### src/sv/wesm_pkg.sv
// ----------------------------------------------------------------------------
// Wheel encoder speed meter package
// Widths, constants, direction and configuration codes and the job record between front and back.
// ----------------------------------------------------------------------------
package wesm_pkg;

	localparam int TICK_COUNT_BITS_DEF = 16;
	localparam int QUEUE_DEPTH         = 4;

	localparam int TICKS_W = 32;
	localparam int P_W     = 16;
	localparam int D_W     = 12;
	localparam int TIME_W  = 32;
	localparam int DIST_W  = 41;
	localparam int VELO_W  = 48;
	localparam int PROD1_W = TICKS_W + D_W;
	localparam int A_W     = PROD1_W + 10;
	localparam int PI_W    = 18;
	localparam int LO_W    = 32 + PI_W;
	localparam int HI_W    = (A_W - 32) + PI_W;
	localparam int S_W     = A_W + PI_W - 16;
	localparam int MAG_W   = DIST_W - 1;
	localparam int VEL_W   = VELO_W - 1;
	localparam int NUM_W   = MAG_W + 20;
	localparam int DEN_W   = TIME_W;

	localparam logic [PI_W-1:0] PI_Q16     = 18'd205887;
	localparam logic [9:0]      MM_TO_UM   = 10'd1000;
	localparam logic [19:0]     US_PER_S   = 20'd1000000;

	localparam logic [1:0] DIR_NONE = 2'd0;
	localparam logic [1:0] DIR_FWD  = 2'd1;
	localparam logic [1:0] DIR_BWD  = 2'd3;

	localparam logic [1:0] CFG_TICKS_PER_REV = 2'd0;
	localparam logic [1:0] CFG_WHEEL_DIAM    = 2'd1;
	localparam logic [1:0] CFG_INTERVAL      = 2'd2;

	typedef struct packed {
		logic [TICKS_W-1:0] ticks;
		logic [TIME_W-1:0]  dt;
		logic [1:0]         dir;
		logic [31:0]        total;
	} job_t;

endpackage

### src/sv/wesm_front.sv
// ----------------------------------------------------------------------------
// Wheel encoder front end
// Edge detection, window tick count, running total and update timing.
// ----------------------------------------------------------------------------
module wesm_front import wesm_pkg::*; #(
	parameter int TICK_COUNT_BITS = TICK_COUNT_BITS_DEF
) (
	input  logic              clk,
	input  logic              arst_n,
	input  logic              in_valid,
	output logic              in_stall,
	input  logic              pin_a,
	input  logic              pin_b,
	input  logic [TIME_W-1:0] time_now_us,
	input  logic [TIME_W-1:0] update_interval_us,
	input  logic              q_full,
	output logic              push,
	output job_t              job
);

	localparam logic [TICK_COUNT_BITS-1:0] TICK_LIMIT = {TICK_COUNT_BITS{1'b1}};

	logic                       prev_a_q;
	logic [1:0]                 dir_q;
	logic [TICK_COUNT_BITS-1:0] wt_q;
	logic [31:0]                run_q;
	logic [TIME_W-1:0]          last_q;
	logic                       started_q;

	logic                       accept;
	logic                       rise;
	logic [1:0]                 dir_n;
	logic [TICK_COUNT_BITS-1:0] wt_n;
	logic [TIME_W-1:0]          dt;
	logic [31:0]                run_n;
	logic                       fire;

	assign in_stall = q_full;

	always_comb begin
		accept = in_valid && !q_full;
		rise   = !prev_a_q && pin_a;
		dir_n  = rise ? (pin_b ? DIR_FWD : DIR_BWD) : dir_q;
		wt_n   = (rise && wt_q != TICK_LIMIT) ? wt_q + 1'b1 : wt_q;
		dt     = time_now_us - last_q;
		fire   = accept && started_q && (dt > update_interval_us);
		case (dir_n)
			DIR_FWD: run_n = run_q + TICKS_W'(wt_n);
			DIR_BWD: run_n = run_q - TICKS_W'(wt_n);
			default: run_n = run_q;
		endcase
		push      = fire;
		job.ticks = TICKS_W'(wt_n);
		job.dt    = dt;
		job.dir   = dir_n;
		job.total = run_n;
	end

	always_ff @(posedge clk or negedge arst_n) begin
		if (!arst_n) begin
			prev_a_q  <= 1'b0;
			dir_q     <= DIR_NONE;
			wt_q      <= '0;
			run_q     <= '0;
			last_q    <= '0;
			started_q <= 1'b0;
		end else if (accept) begin
			prev_a_q <= pin_a;
			dir_q    <= dir_n;
			if (!started_q) begin
				started_q <= 1'b1;
				last_q    <= time_now_us;
				wt_q      <= wt_n;
			end else if (fire) begin
				wt_q   <= '0;
				last_q <= time_now_us;
				run_q  <= run_n;
			end else begin
				wt_q <= wt_n;
			end
		end
	end

endmodule

### src/sv/wesm_queue.sv
// ----------------------------------------------------------------------------
// Wheel encoder job queue
// Short first-in first-out store of update jobs between front and back.
// ----------------------------------------------------------------------------
module wesm_queue import wesm_pkg::*; (
	input  logic clk,
	input  logic arst_n,
	input  logic push,
	input  job_t push_job,
	input  logic pop,
	output job_t head,
	output logic full,
	output logic empty
);

	localparam int PTR_W = $clog2(QUEUE_DEPTH);
	localparam int CNT_W = $clog2(QUEUE_DEPTH + 1);

	job_t             mem_q [QUEUE_DEPTH];
	logic [PTR_W-1:0] wr_ptr_q;
	logic [PTR_W-1:0] rd_ptr_q;
	logic [CNT_W-1:0] cnt_q;

	assign full  = cnt_q == CNT_W'(QUEUE_DEPTH);
	assign empty = cnt_q == '0;
	assign head  = mem_q[rd_ptr_q];

	always_ff @(posedge clk) begin
		if (push) begin
			mem_q[wr_ptr_q] <= push_job;
		end
	end

	always_ff @(posedge clk or negedge arst_n) begin
		if (!arst_n) begin
			wr_ptr_q <= '0;
			rd_ptr_q <= '0;
			cnt_q    <= '0;
		end else begin
			if (push) begin
				wr_ptr_q <= wr_ptr_q + 1'b1;
			end
			if (pop) begin
				rd_ptr_q <= rd_ptr_q + 1'b1;
			end
			if (push && !pop) begin
				cnt_q <= cnt_q + 1'b1;
			end else if (pop && !push) begin
				cnt_q <= cnt_q - 1'b1;
			end
		end
	end

endmodule

### src/sv/wesm_div.sv
// ----------------------------------------------------------------------------
// Wheel encoder divider
// Restoring unsigned divider, one quotient bit per cycle.
// ----------------------------------------------------------------------------
module wesm_div import wesm_pkg::*; (
	input  logic             clk,
	input  logic             arst_n,
	input  logic             start,
	input  logic [NUM_W-1:0] num,
	input  logic [DEN_W-1:0] den,
	output logic             done,
	output logic [NUM_W-1:0] quo
);

	localparam int CNT_W = $clog2(NUM_W + 1);

	logic [DEN_W-1:0] rem_q;
	logic [NUM_W-1:0] quo_q;
	logic [DEN_W-1:0] den_q;
	logic [CNT_W-1:0] cnt_q;
	logic             done_q;

	logic [DEN_W:0]   trial;
	logic             qbit;
	logic [DEN_W-1:0] rem_n;

	always_comb begin
		trial = {rem_q, quo_q[NUM_W-1]};
		qbit  = trial >= {1'b0, den_q};
		rem_n = qbit ? DEN_W'(trial - {1'b0, den_q}) : trial[DEN_W-1:0];
	end

	assign done = done_q;
	assign quo  = quo_q;

	always_ff @(posedge clk) begin
		if (start) begin
			rem_q <= '0;
			quo_q <= num;
			den_q <= den;
		end else if (cnt_q != '0) begin
			rem_q <= rem_n;
			quo_q <= {quo_q[NUM_W-2:0], qbit};
		end
	end

	always_ff @(posedge clk or negedge arst_n) begin
		if (!arst_n) begin
			cnt_q  <= '0;
			done_q <= 1'b0;
		end else if (start) begin
			cnt_q  <= CNT_W'(NUM_W);
			done_q <= 1'b0;
		end else if (cnt_q != '0) begin
			cnt_q  <= cnt_q - 1'b1;
			done_q <= cnt_q == CNT_W'(1);
		end else begin
			done_q <= 1'b0;
		end
	end

endmodule

### src/sv/wesm_back.sv
// ----------------------------------------------------------------------------
// Wheel encoder back end
// Sequencer for distance and velocity arithmetic, with the output register.
// ----------------------------------------------------------------------------
module wesm_back import wesm_pkg::*; (
	input  logic              clk,
	input  logic              arst_n,
	input  logic [P_W-1:0]    ticks_per_rev,
	input  logic [D_W-1:0]    wheel_diameter_mm,
	input  logic              q_empty,
	input  job_t              head,
	output logic              pop,
	output logic              out_valid,
	input  logic              out_stall,
	output logic [DIST_W-1:0] window_distance_um,
	output logic [VELO_W-1:0] velocity_um_per_s,
	output logic [31:0]       total_ticks
);

	typedef enum logic [9:0] {
		S_IDLE   = 10'b0000000001,
		S_MUL1   = 10'b0000000010,
		S_MUL2   = 10'b0000000100,
		S_MUL3   = 10'b0000001000,
		S_SUM    = 10'b0000010000,
		S_DIV1   = 10'b0000100000,
		S_MUL4   = 10'b0001000000,
		S_VSTART = 10'b0010000000,
		S_DIV2   = 10'b0100000000,
		S_DONE   = 10'b1000000000
	} state_t;

	state_t             state_q;
	job_t               job_q;
	logic [PROD1_W-1:0] prod1_q;
	logic [A_W-1:0]     a_q;
	logic [LO_W-1:0]    lo_q;
	logic [HI_W-1:0]    hi_q;
	logic [MAG_W-1:0]   mag_q;
	logic [NUM_W-1:0]   vm_q;
	logic [VEL_W-1:0]   velm_q;

	logic               out_valid_q;
	logic [DIST_W-1:0]  dist_q;
	logic [VELO_W-1:0]  vel_q;
	logic [31:0]        total_q;

	logic [S_W-1:0]     s_sum;
	logic [DEN_W-1:0]   p_eff;
	logic               div_start;
	logic [NUM_W-1:0]   div_num;
	logic [DEN_W-1:0]   div_den;
	logic               div_done;
	logic [NUM_W-1:0]   div_quo;
	logic               out_take;

	wesm_div u_div (
		.clk    (clk),
		.arst_n (arst_n),
		.start  (div_start),
		.num    (div_num),
		.den    (div_den),
		.done   (div_done),
		.quo    (div_quo)
	);

	always_comb begin
		s_sum     = {hi_q, 16'd0} + S_W'(lo_q[LO_W-1:16]);
		p_eff     = (ticks_per_rev == '0) ? DEN_W'(1) : DEN_W'(ticks_per_rev);
		div_start = (state_q == S_SUM) || (state_q == S_VSTART);
		div_num   = (state_q == S_SUM) ? NUM_W'(s_sum) : vm_q;
		div_den   = (state_q == S_SUM) ? p_eff : job_q.dt;
		pop       = (state_q == S_IDLE) && !q_empty && !out_valid_q;
		out_take  = out_valid_q && !out_stall;
	end

	assign out_valid          = out_valid_q;
	assign window_distance_um = dist_q;
	assign velocity_um_per_s  = vel_q;
	assign total_ticks        = total_q;

	always_ff @(posedge clk) begin
		unique case (state_q)
			S_IDLE: begin
				job_q <= head;
			end
			S_MUL1: begin
				prod1_q <= PROD1_W'(job_q.ticks) * PROD1_W'(wheel_diameter_mm);
			end
			S_MUL2: begin
				a_q <= A_W'(prod1_q) * A_W'(MM_TO_UM);
			end
			S_MUL3: begin
				lo_q <= LO_W'(a_q[31:0]) * LO_W'(PI_Q16);
				hi_q <= HI_W'(a_q[A_W-1:32]) * HI_W'(PI_Q16);
			end
			S_DIV1: begin
				mag_q <= (|div_quo[NUM_W-1:MAG_W]) ? {MAG_W{1'b1}} : div_quo[MAG_W-1:0];
			end
			S_MUL4: begin
				vm_q <= NUM_W'(mag_q) * NUM_W'(US_PER_S);
			end
			S_DIV2: begin
				velm_q <= (|div_quo[NUM_W-1:VEL_W]) ? {VEL_W{1'b1}} : div_quo[VEL_W-1:0];
			end
			S_DONE: begin
				total_q <= job_q.total;
				case (job_q.dir)
					DIR_FWD: begin
						dist_q <= {1'b0, mag_q};
						vel_q  <= {1'b0, velm_q};
					end
					DIR_BWD: begin
						dist_q <= -{1'b0, mag_q};
						vel_q  <= -{1'b0, velm_q};
					end
					default: begin
						dist_q <= '0;
						vel_q  <= '0;
					end
				endcase
			end
			default: begin
			end
		endcase
	end

	always_ff @(posedge clk or negedge arst_n) begin
		if (!arst_n) begin
			state_q     <= S_IDLE;
			out_valid_q <= 1'b0;
		end else begin
			if (out_take) begin
				out_valid_q <= 1'b0;
			end
			unique case (state_q)
				S_IDLE: begin
					if (pop) begin
						state_q <= S_MUL1;
					end
				end
				S_MUL1:   state_q <= S_MUL2;
				S_MUL2:   state_q <= S_MUL3;
				S_MUL3:   state_q <= S_SUM;
				S_SUM:    state_q <= S_DIV1;
				S_DIV1: begin
					if (div_done) begin
						state_q <= S_MUL4;
					end
				end
				S_MUL4:   state_q <= S_VSTART;
				S_VSTART: state_q <= S_DIV2;
				S_DIV2: begin
					if (div_done) begin
						state_q <= S_DONE;
					end
				end
				S_DONE: begin
					out_valid_q <= 1'b1;
					state_q     <= S_IDLE;
				end
				default: state_q <= S_IDLE;
			endcase
		end
	end

endmodule

### src/sv/wheel_encoder_speed_meter_core.sv
// ----------------------------------------------------------------------------
// Wheel encoder speed meter
// Quadrature encoder tick counting with windowed distance and velocity.
// ----------------------------------------------------------------------------
// The input channel takes one beat per encoder sample: levels of channels A
// and B and a microsecond timestamp. A beat is taken in every cycle while the
// job queue has room, so samples may stream at full clock rate.
// When the elapsed time since the last update exceeds the update interval,
// the front end queues a job and the output channel later delivers one beat
// holding the window distance, the velocity and the running tick total.
// The back end runs two bit-serial divisions of 60 steps each through one shared
// divider and works on one job at a time: it takes the next job from the queue
// only after the previous result beat has been taken.
// The configuration port writes ticks per revolution, wheel diameter and the
// update interval; the user is to make writes only while no result is
// outstanding, which the block does not enforce. Reset clears all counters,
// the queue and the output valid flag, and loads the default configuration.
// While the receiver stalls, the output beat is held, the back end waits, and
// up to four jobs gather in the queue; after that the input channel stalls.
module wheel_encoder_speed_meter_core import wesm_pkg::*; #(
	parameter int TICK_COUNT_BITS = TICK_COUNT_BITS_DEF
) (
	input  logic              clk,
	input  logic              arst_n,
	input  logic              cfg_we,
	input  logic [1:0]        cfg_index,
	input  logic [31:0]       cfg_wdata,
	input  logic              in_valid,
	output logic              in_stall,
	input  logic              pin_a,
	input  logic              pin_b,
	input  logic [TIME_W-1:0] time_now_us,
	output logic              out_valid,
	input  logic              out_stall,
	output logic [DIST_W-1:0] window_distance_um,
	output logic [VELO_W-1:0] velocity_um_per_s,
	output logic [31:0]       total_ticks
);

	logic [P_W-1:0]    ticks_per_rev_q;
	logic [D_W-1:0]    wheel_diameter_q;
	logic [TIME_W-1:0] interval_q;

	logic q_full;
	logic q_empty;
	logic push;
	logic pop;
	job_t push_job;
	job_t head;

	always_ff @(posedge clk or negedge arst_n) begin
		if (!arst_n) begin
			ticks_per_rev_q  <= P_W'(20);
			wheel_diameter_q <= D_W'(65);
			interval_q       <= TIME_W'(100000);
		end else if (cfg_we) begin
			unique case (cfg_index)
				CFG_TICKS_PER_REV: ticks_per_rev_q  <= cfg_wdata[P_W-1:0];
				CFG_WHEEL_DIAM:    wheel_diameter_q <= cfg_wdata[D_W-1:0];
				CFG_INTERVAL:      interval_q       <= cfg_wdata[TIME_W-1:0];
				default: begin
				end
			endcase
		end
	end

	wesm_front #(
		.TICK_COUNT_BITS (TICK_COUNT_BITS)
	) u_front (
		.clk                (clk),
		.arst_n             (arst_n),
		.in_valid           (in_valid),
		.in_stall           (in_stall),
		.pin_a              (pin_a),
		.pin_b              (pin_b),
		.time_now_us        (time_now_us),
		.update_interval_us (interval_q),
		.q_full             (q_full),
		.push               (push),
		.job                (push_job)
	);

	wesm_queue u_queue (
		.clk      (clk),
		.arst_n   (arst_n),
		.push     (push),
		.push_job (push_job),
		.pop      (pop),
		.head     (head),
		.full     (q_full),
		.empty    (q_empty)
	);

	wesm_back u_back (
		.clk                (clk),
		.arst_n             (arst_n),
		.ticks_per_rev      (ticks_per_rev_q),
		.wheel_diameter_mm  (wheel_diameter_q),
		.q_empty            (q_empty),
		.head               (head),
		.pop                (pop),
		.out_valid          (out_valid),
		.out_stall          (out_stall),
		.window_distance_um (window_distance_um),
		.velocity_um_per_s  (velocity_um_per_s),
		.total_ticks        (total_ticks)
	);

endmodule

### config.mk
export PLATFORM = sky130hd
export DESIGN_NAME = wheel_encoder_speed_meter_core
export DESIGN_NICKNAME = d
export VERILOG_FILES = /design/src/sv/wesm_pkg.sv /design/src/sv/wesm_front.sv /design/src/sv/wesm_queue.sv /design/src/sv/wesm_div.sv /design/src/sv/wesm_back.sv /design/src/sv/wheel_encoder_speed_meter_core.sv
export SDC_FILE = /design/constraint.sdc
export NUM_CORES = 2
export LEC_CHECK = 0
export BUFFER_PORTS_ARGS = -buffer_cell sky130_fd_sc_hd__buf_2
export CAP_MARGIN = 20
export CORE_ASPECT_RATIO = 1.75
export CORE_MARGIN = 2
export CORE_UTILIZATION = 58
export DETAILED_ROUTE_END_ITERATION = 8
export PLACE_DENSITY_LB_ADDON = 0.3
export SYNTH_ARGS = -nofsm -noshare
export SYNTH_HDL_FRONTEND = slang
export SYNTH_SLANG_ARGS = --single-unit
export TNS_END_PERCENT = 30
### constraint.sdc
create_clock -name clk -period 9.93 [get_ports clk]
set_clock_uncertainty 0.15 [all_clocks]
set_input_delay 0.993 -clock clk [delete_from_list [all_inputs] [get_ports clk]]
set_output_delay 0.993 -clock clk [all_outputs]
set_load 0.02 [all_outputs]
==> flow_summary.yaml <==
synthesis:
  syn_area_sq_um: 79200
  synth_edf_count: 898
  synth_warnings: 0
  synth-seq-cells: 1099
  syn_nets: 8246
  avgSynthCellArea_sq_um: 11.8
  yosysUniqueCellTypes: 80
  ys_seq_area_frac: 0.402
  yosysTopAreaCellShare: 0.340
  async_flop_share: 0.154
  synth_area_leaders: "edfxtp_1, fa_1, ha_1, dfrtp_1, inv_1"
  synth_flop_cell: "edfxtp_1"
  synthCells: 6728
  synth_area_leader_cell: "edfxtp_1"
sta:
  rsz0062_at_grt: "no"
  setup_viol: 0
  worstMarginPinSlew_ns: 1.00
  hold_viol: 0
  drv_slew: 0
  tns_ns: 0
  worst_slew_margin_rel: 0.333
  fmaxAchievable_mhz: 127
  fin_crit_ns: 7.89
  period_share: 0.795
drt:
  first_pass_iters: 6
  route.met2.wl_um: 104000
  drt_iter0_markers: 2811
  routed.top_layer: "met5"
  ant_nets: 0
  dr_total_vias: 50816
  met1Wirelength_um: 59600
  drt-total-wl_um: 183000
  wl_met3_um: 6010
  drc: 0
  routedWlPerCell_um: 20.8
  via_per_inst: 5.77
clocking:
  insertion_delay_ns: 0.75
  cts_setup_buffers: 0
  clockRootBuffer: "clkbuf_16"
  cts.reportedPaths.clkPinSlew_ns: 0.07
  clock-sinks: 1099
  postCtsHoldBufs: 0
  ctsLongestPathBuffers: 3
  htreeDepth: 3
  tritoncts: "done"
  ctsResizeCount: 0
  cts_made_buffers: 103
layout:
  layout_common_cells: "edfxtp_1, inv_1, ha_1, fa_1, nand2_1"
  fillers: 10418
  final_cells: 8803
  layout_commonest_cell: "edfxtp_1"
  final_nets: 8417
  ff_latch_area_sq_um: 31900
  multiInputGateArea_sq_um: 43500
  syn_to_final_growth_pct: 8.48
  drive_above_1_share: 0.104
setup_path:
  cp_data_arrival_time_ns: 8.23
  slowest_stage: "o21ai_0"
  slowest_delay_ns: 0.61
  end_kind: "flip-flop"
  cp_max_fo: 6
  worstSetupPathType: "reg -> reg"
  cp_common_cell: "fa_1"
  start_kind: "flip-flop"
  required_ns: 10.27
  path_cells: "inv_1 > fa_1 > inv_1 > fa_1 > fa_1 > fa_1 > ha_1 > inv_1 > fa_1 > inv_1 > ha_1 > nand2_1 > nor3_1 > nand2_1 > o31a_1 > o21ai_0 > a41oi_1 > o311a_1 > nor3_1 > a221o_1 > nor4bb_1 > or3_1"
floorplan:
  core_sq_um: 136000
  start_util: 0.584
  die_w_um: 283
  die_h_um: 493
  die_area_sq_um: 140000
  rows: 179
  io_pins: 196
placement:
  post-dp-hpwl_um: 144000
  post-place-cells: 8604
  portBuffers: 195
  finalWeightedCongestion: 0.941
grt:
  grt_usage: 0.267
  grt_max_degree: 89
  grt_pass1_vias: 54588
  antenna_found_initial: 7
  grt_pass1_wl_um: 289000
  grt_overflow_total: 0
outcome:
  status: "finished clean"
worst_hold_path:
  hold_class: "in -> async"
run:
  cap_violations: 0
-- per-layer routing --
| metal | GRT usage | vias up |
|---|---|---|
| met1 | 0.252 | 25484 |
| li1 | - | 23528 |
| met5 | 0 | - |
| met3 | 0.0268 | 533 |
| met2 | 0.533 | 1265 |
| met4 | 0.178 | 6 |
-- through the flow --
step | setup WS (ns) | utilization | hold slack [ns] | instance area [sq um]
after floorplan | 1.93 | - | 0.250 | 79200
after global placement | 2.05 | 0.607 | 0.253 | 82300
after detailed placement | 1.97 | 0.607 | 0.255 | 82300
after CTS | 1.97 | 0.633 | 0.0420 | 85900
after global routing | 1.61 | 0.633 | 0.0899 | 85900
final | 2.04 | 0.633 | 0.0637 | 85900
-- sequential cells by signal (all words and copies together), names as in the netlist, 12 cells and up --
| signal | cells |
|---|---|
| u_back.a_q | 39 |
| u_front.wt_q | 16 |
| u_back.window_distance_um | 41 |
| u_back.velm_q | 47 |
| u_back.total_ticks | 32 |
| wheel_diameter_q | 12 |
| ticks_per_rev_q | 16 |
| u_back.prod1_q | 30 |
| u_front.last_q | 32 |
| u_back.hi_q | 31 |
| u_back.velocity_um_per_s | 48 |
| u_back.vm_q | 54 |
| u_queue.mem_q | 328 |
| u_back.u_div.rem_q | 32 |
| u_back.u_div.quo | 60 |
| u_back.u_div.den_q | 32 |
| u_front.run_q | 32 |
| u_back.mag_q | 40 |
| interval_q | 32 |
| u_back.job_q | 82 |
| u_back.lo_q | 34 |
-- worst max-delay path: cells and delay by family (launching register included) --
kind | cells | cell delay [ns]
compound gates | 5 | 1.94
fa+ha+maj | 7 | 3.23
buf+inv | 4 | 0.44
flops | 1 | 0.52
simple gates | 6 | 1.36
-- logic make-up after synthesis --
group,share of synthesized area
AOI/OAI and AO/OA,0.0814
muxes,0.0446
and+or+nand+nor,0.0911
buffers and inverters,0.0507
DFF,0.402
xor gates and xnor gates,0.0409
adders and majority gates,0.289
-- cell usage after synthesis (46+ instances only) --
cell type / instances
xor2_1: 111
or2_2: 56
a21o_1: 151
nand2b_1: 76
mux2_2: 109
ha_1: 804
xnor2_1: 259
a21oi_1: 339
dfrtp_1: 158
nor2_1: 245
edfxtp_1: 898
nand2_1: 552
inv_1: 892
mux4_2: 82
nand3_1: 65
fa_1: 641
o21ai_0: 235
mux2i_1: 46
nor2b_1: 51
clkbuf_1: 153
nor3_1: 46
and2_1: 178
-- final cells by class --
type	instances	area share
clock buffers	126	0.0322
diodes	3	0.0000874
multi-input cells	4559	0.506
inverters	893	0.0390
clock inverters	70	0.00933
flip-flops and latches	1099	0.371
repair buffers	243	0.0164
well taps	1810	0.0264
-- path summary, 6_finish.rpt --
kind / end / from / cells past startpoint / slack [ns]
min in group clk: u_back.total_ticks[25]$_DFFE_PP_ / u_back.job_q[25]$_DFFE_PN_ / 0 / 0.27
min reg2reg: u_back.total_ticks[25]$_DFFE_PP_ / u_back.job_q[25]$_DFFE_PN_ / 0 / 0.27
max reg2reg: u_back.vm_q[58]$_DFFE_PP_ / u_back.mag_q[12]$_SDFFCE_PP1P_ / 22 / 2.04
max in group asynchronous: u_front.wt_q[3]$_DFFE_PN0P_ / arst_n / 2 / 8.13
max: u_back.vm_q[58]$_DFFE_PP_ / u_back.mag_q[12]$_SDFFCE_PP1P_ / 22 / 2.04
min: interval_q[13]$_DFFE_PN0P_ / arst_n / 1 / 0.06
Power is left out: the tool's default activity adds up to more than one toggle a clock period on the data nets, which glitch-free logic cannot reach.
